===== config.mk =====
export PLATFORM = sky130hd
export DESIGN_NAME = hfrs_ctrl
export DESIGN_NICKNAME = d
export VERILOG_FILES = /design/src/rtl/hfrs_pkg.sv /design/src/rtl/hfrs_ctrl.sv
export SDC_FILE = /design/constraint.sdc
export NUM_CORES = 1
export LEC_CHECK = 0
export BUFFER_PORTS_ARGS = -buffer_cell sky130_fd_sc_hd__buf_2
export CAP_MARGIN = 10
export CORE_AREA = 2 2 39 41
export CTS_CLUSTER_DIAMETER = 120
export DETAILED_ROUTE_END_ITERATION = 10
export DIE_AREA = 0 0 41 43
export GPL_TIMING_DRIVEN = 0
export PLACE_DENSITY = 0.37
export SYNTH_ARGS = -nofsm -noshare
export SYNTH_HDL_FRONTEND = slang
export SYNTH_SLANG_ARGS = --single-unit

===== constraint.sdc =====
create_clock -name clk -period 2.3 [get_ports clk]
set_input_delay 0.115 -clock clk [delete_from_list [all_inputs] [get_ports clk]]
set_output_delay 0.115 -clock clk [all_outputs]
set_load 0.05 [all_outputs]

===== src/rtl/hfrs_pkg.sv =====
// Shared types, codes and constants of the HRRN/FIFO ready scheduler.
package hfrs_pkg;

  localparam int SLOTS      = 16;
  localparam int SLOT_W     = $clog2(SLOTS);
  localparam int WAIT_W     = 32;
  localparam int STAMP_W    = 32;
  localparam int EST_W      = 16;
  localparam int ALPHA_W    = 9;
  localparam int TIME_W     = 16;
  localparam int PADDR_W    = 4;
  localparam int PDATA_W    = 32;
  localparam int PROD_W     = WAIT_W + 1 + EST_W;
  localparam int MIX_W      = ALPHA_W + EST_W + 1;

  localparam logic [ALPHA_W-1:0] ALPHA_ONE  = ALPHA_W'(256);
  localparam logic [ALPHA_W-1:0] ALPHA_RST  = ALPHA_W'(128);
  localparam logic [EST_W-1:0]   EST_INIT   = EST_W'(10000);
  localparam logic [EST_W-1:0]   EST_MIN    = EST_W'(1);
  localparam logic [WAIT_W-1:0]  WAIT_MAX   = {WAIT_W{1'b1}};
  localparam logic [MIX_W-1:0]   MIX_ROUND  = MIX_W'(128);

  typedef enum logic [1:0] {
    KIND_TICK     = 2'd0,
    KIND_ADMIT    = 2'd1,
    KIND_DISPATCH = 2'd2,
    KIND_UPDATE   = 2'd3
  } kind_t;

  typedef enum logic [1:0] {
    ST_OK      = 2'd0,
    ST_ALREADY = 2'd1,
    ST_EMPTY   = 2'd2,
    ST_BUSY    = 2'd3
  } status_t;

  typedef enum logic [1:0] {
    REG_MODE  = 2'd0,
    REG_ALPHA = 2'd1,
    REG_INIT  = 2'd2,
    REG_NONE  = 2'd3
  } reg_idx_t;

  typedef struct packed {
    logic [1:0]        kind;
    logic [SLOT_W-1:0] slot;
    logic              new_process;
    logic [TIME_W-1:0] measured_time;
  } in_item_t;

  typedef struct packed {
    logic              granted;
    logic [SLOT_W-1:0] granted_slot;
    logic [EST_W-1:0]  estimate_out;
    logic [1:0]        status;
  } out_item_t;

  typedef struct packed {
    logic load_item;
    logic scan_clr;
    logic scan_en;
    logic commit;
  } ctrl_cmd_t;

  typedef struct packed {
    logic in_is_dispatch;
    logic scan_done;
  } dp_stat_t;

endpackage


===== src/rtl/hfrs_ctrl.sv =====
// Controller state machine: sequences accept, slot scan and commit.
module hfrs_ctrl import hfrs_pkg::*; (
  input  logic       clk,
  input  logic       rst_n,
  input  logic       in_valid,
  output logic       in_ready,
  output logic       out_valid,
  input  logic       out_ready,
  input  dp_stat_t   stat,
  output ctrl_cmd_t  cmd
);

  typedef enum logic [2:0] {
    S_IDLE = 3'b001,
    S_SCAN = 3'b010,
    S_EXEC = 3'b100
  } state_t;

  state_t state_r, state_nxt;
  logic   out_valid_r, out_valid_nxt;
  logic   out_free;

  assign out_free  = !out_valid_r || out_ready;
  assign in_ready  = (state_r == S_IDLE);
  assign out_valid = out_valid_r;

  always_comb begin
    state_nxt     = state_r;
    out_valid_nxt = out_valid_r && !out_ready;
    cmd           = '0;
    case (state_r)
      S_IDLE: begin
        if (in_valid) begin
          cmd.load_item = 1'b1;
          if (stat.in_is_dispatch) begin
            cmd.scan_clr = 1'b1;
            state_nxt    = S_SCAN;
          end else begin
            state_nxt = S_EXEC;
          end
        end
      end
      S_SCAN: begin
        cmd.scan_en = 1'b1;
        if (stat.scan_done) state_nxt = S_EXEC;
      end
      S_EXEC: begin
        if (out_free) begin
          cmd.commit    = 1'b1;
          out_valid_nxt = 1'b1;
          state_nxt     = S_IDLE;
        end
      end
      default: state_nxt = S_IDLE;
    endcase
  end

  always_ff @(posedge clk) begin
    if (!rst_n) begin
      state_r     <= S_IDLE;
      out_valid_r <= 1'b0;
    end else begin
      state_r     <= state_nxt;
      out_valid_r <= out_valid_nxt;
    end
  end

endmodule


==> impl_metrics.toml <==
[drt]
wl_met1_um = 204
drt-total-wl_um = 554
topRoutingLayerUsed = "met3"
drtIter0Drc = 0
firstDrtPassIters = 1
met2_length_um = 297
met3_wirelength_um = 51
ant_nets = 0
viasPerCell = 4.40
drcViolationCount = 0
wl_per_cell_um = 9.72
num_vias = 251

[grt]
first_global_vias = 225
grt_max_degree = 9
antenna_found_initial = 0
overflow = 0
grt_usage_pct = 7.23
grt_pass1_wl_um = 841

[synth]
yosysTopAreaCellShare_pct = 34.6
yosys_most_used_dff = "dfxtp_1"
postSynthAreaPerCell_um2 = 8.57
ys_types = 18
yosys-top-cells-area = "dfxtp_1, nor3b_1, a21oi_1, inv_1, or4bb_1"
synth_warnings = 0
synth-edff-count = 0
seq_area_frac_synth_pct = 34.6
ys_top_cells_by_count = "dfxtp_1, a21oi_1, inv_1, nor3b_1"
synth.most_common_cell = "dfxtp_1"
synth_top_area_cell = "dfxtp_1"
synthCells = 27
async_flop_share_pct = 0
synthesis.nets = 33
synth-seq-cells = 4
synth_area_um2 = 231

[cts]
clock-sinks = 4
cts.htree.levels = 1
cts_buffer_depth = 2
insertion_delay_ns = 0.23
cts-root-buf = "clkbuf_4"
post_cts_buffers = 0
clk_pin_slew_ns = 0.04
cts_tree = "built"
cts_hold_buf = 0
cts_buffers = 3
postCtsResizedCells = 0

[cells_and_area]
n_antenna_cell = 0
syn_to_final_growth_pct = 44.3
n_fill_cell = 152
drive_gt1_share_pct = 41.5
nets = 49

[setup_path]
path_class = "reg2out"
critPathMaxFanout = 7
critPathLaunchType = "flip-flop"
cp_slowest_cell = "dfxtp_1"
end_kind = "primary output"
crit_required_ns = 2.18
path_cells = "or3b_1 > and2b_2 > buf_2"
cp.arrival_ns = 1.50
worst_path_largest_cell_delay_ns = 0.41

[timing]
rsz0062_at_grt = "false"
setup-tns-final_ns = 0
timing.final.hold_violations = 0
tightest_slew_ns = 0.318
finalCriticalPeriod_ns = 1.62
max_freq_mhz = 618
setup_viol = 0
period_share_pct = 70.3
layout_setup_ws_ns = 0.682
finalClockSkew_ns = 0.000313
relSlewSlack_pct = 78.8
drv_slew = 0

[run]
maxCapViolCount = 0

[die]
dieArea_um2 = 1760
core_area_um2 = 1380
die_height_um = 43
row_count = 14
pin_count = 12
start_util_pct = 16.7
die_w_um = 41

[placement]
place.gp.congestion = 0.665
io_buffers = 11
dpl.hpwl_um = 469
pre_cts_ws_ns = 0.919

[pwr]
peakVddDrop_uv = 198
p_leak_nw = 0.160
powerDensity_nw_per_um2 = 687

[min_path]
hp-class = "in2reg"

[run_status]
outcome = "completed"
cells in the final DEF (no fill, tap or decap), types with 2 or more instances in the layout:
cell type | Yosys | layout
buf_2 | 0 | 11
clkbuf_4 | 0 | 3
a21oi_1 | 3 | 3
nor3b_1 | 3 | 2
dfxtp_1 | 4 | 4
inv_1 | 3 | 3
sequential cells by signal, summed over array words and instances, names as in the netlist:
register and cells:
out_valid 1, state_r 3
cells by family (layout without fill, tap and decap cells):
| logic type | count (synthesis) | after routing | synth area share, % |
|---|---|---|---|
| AOI/OAI and AO/OA | 7 | 7 | 18.4 |
| and+or+nand+nor | 13 | 13 | 42.2 |
| buffers and inverters | 3 | 17 | 4.86 |
| DFF | 4 | 4 | 34.6 |
routing by layer:
| metal | GRT usage (%) | up-vias |
|---|---|---|
| met5 | 0 | - |
| met4 | 4.00 | 0 |
| met3 | 4.71 | 0 |
| met2 | 11.9 | 7 |
| met1 | 6.11 | 114 |
| li1 | - | 130 |
stage by stage:
step | std cells | hold slack [ns] | util [%] | area (µm²) | power, mW
2_1_floorplan | 27 | 0.191 | - | 236 | 0.131
3_3_place_gp | 54 | 0.317 | 22.5 | 312 | 0.148
3_5_place_dp | 54 | 0.327 | 22.5 | 312 | 0.149
4_1_cts | 57 | 0.0879 | 24.1 | 334 | 0.236
5_1_grt | 57 | 0.0908 | 24.1 | 334 | 0.246
6_report | 57 | 0.0946 | 24.1 | 334 | 0.230
worst max-delay path: cells and delay by family, from the launching register on:
family,cells,cell delay (ns)
and+or+nand+nor,2,0.61
DFF,1,0.41
buffers and inverters,1,0.25
cell type report:
type / instances / area (µm²) / area share [%]
Inverter: 3 / 11.3 / 3.37
Sequential cell: 4 / 80.1 / 24.0
Multi-Input combinational cell: 20 / 145 / 43.4
Timing Repair Buffer: 11 / 55.1 / 16.5
Tap cell: 16 / 20.0 / 5.99
Clock buffer: 3 / 22.5 / 6.74
worst paths after layout:
check,to,depth (start not counted),slack [ns],startpoint
max,cmd[0],3,0.68,state_r[2]$_SDFFE_PN0P_
min,state_r[0]$_SDFFE_PN1P_,2,0.09,rst_n
min reg2reg,out_valid$_SDFF_PN0_,2,0.53,out_valid$_SDFF_PN0_
max reg2reg,state_r[2]$_SDFFE_PN0P_,3,0.98,state_r[0]$_SDFFE_PN1P_
power by group:
part           internal [mW]  switching [mW]
combinational         0.0219          0.0432
sequential            0.0744         0.00719
clock                 0.0581          0.0248
Note: power is estimated with default switching activity, not from simulation.
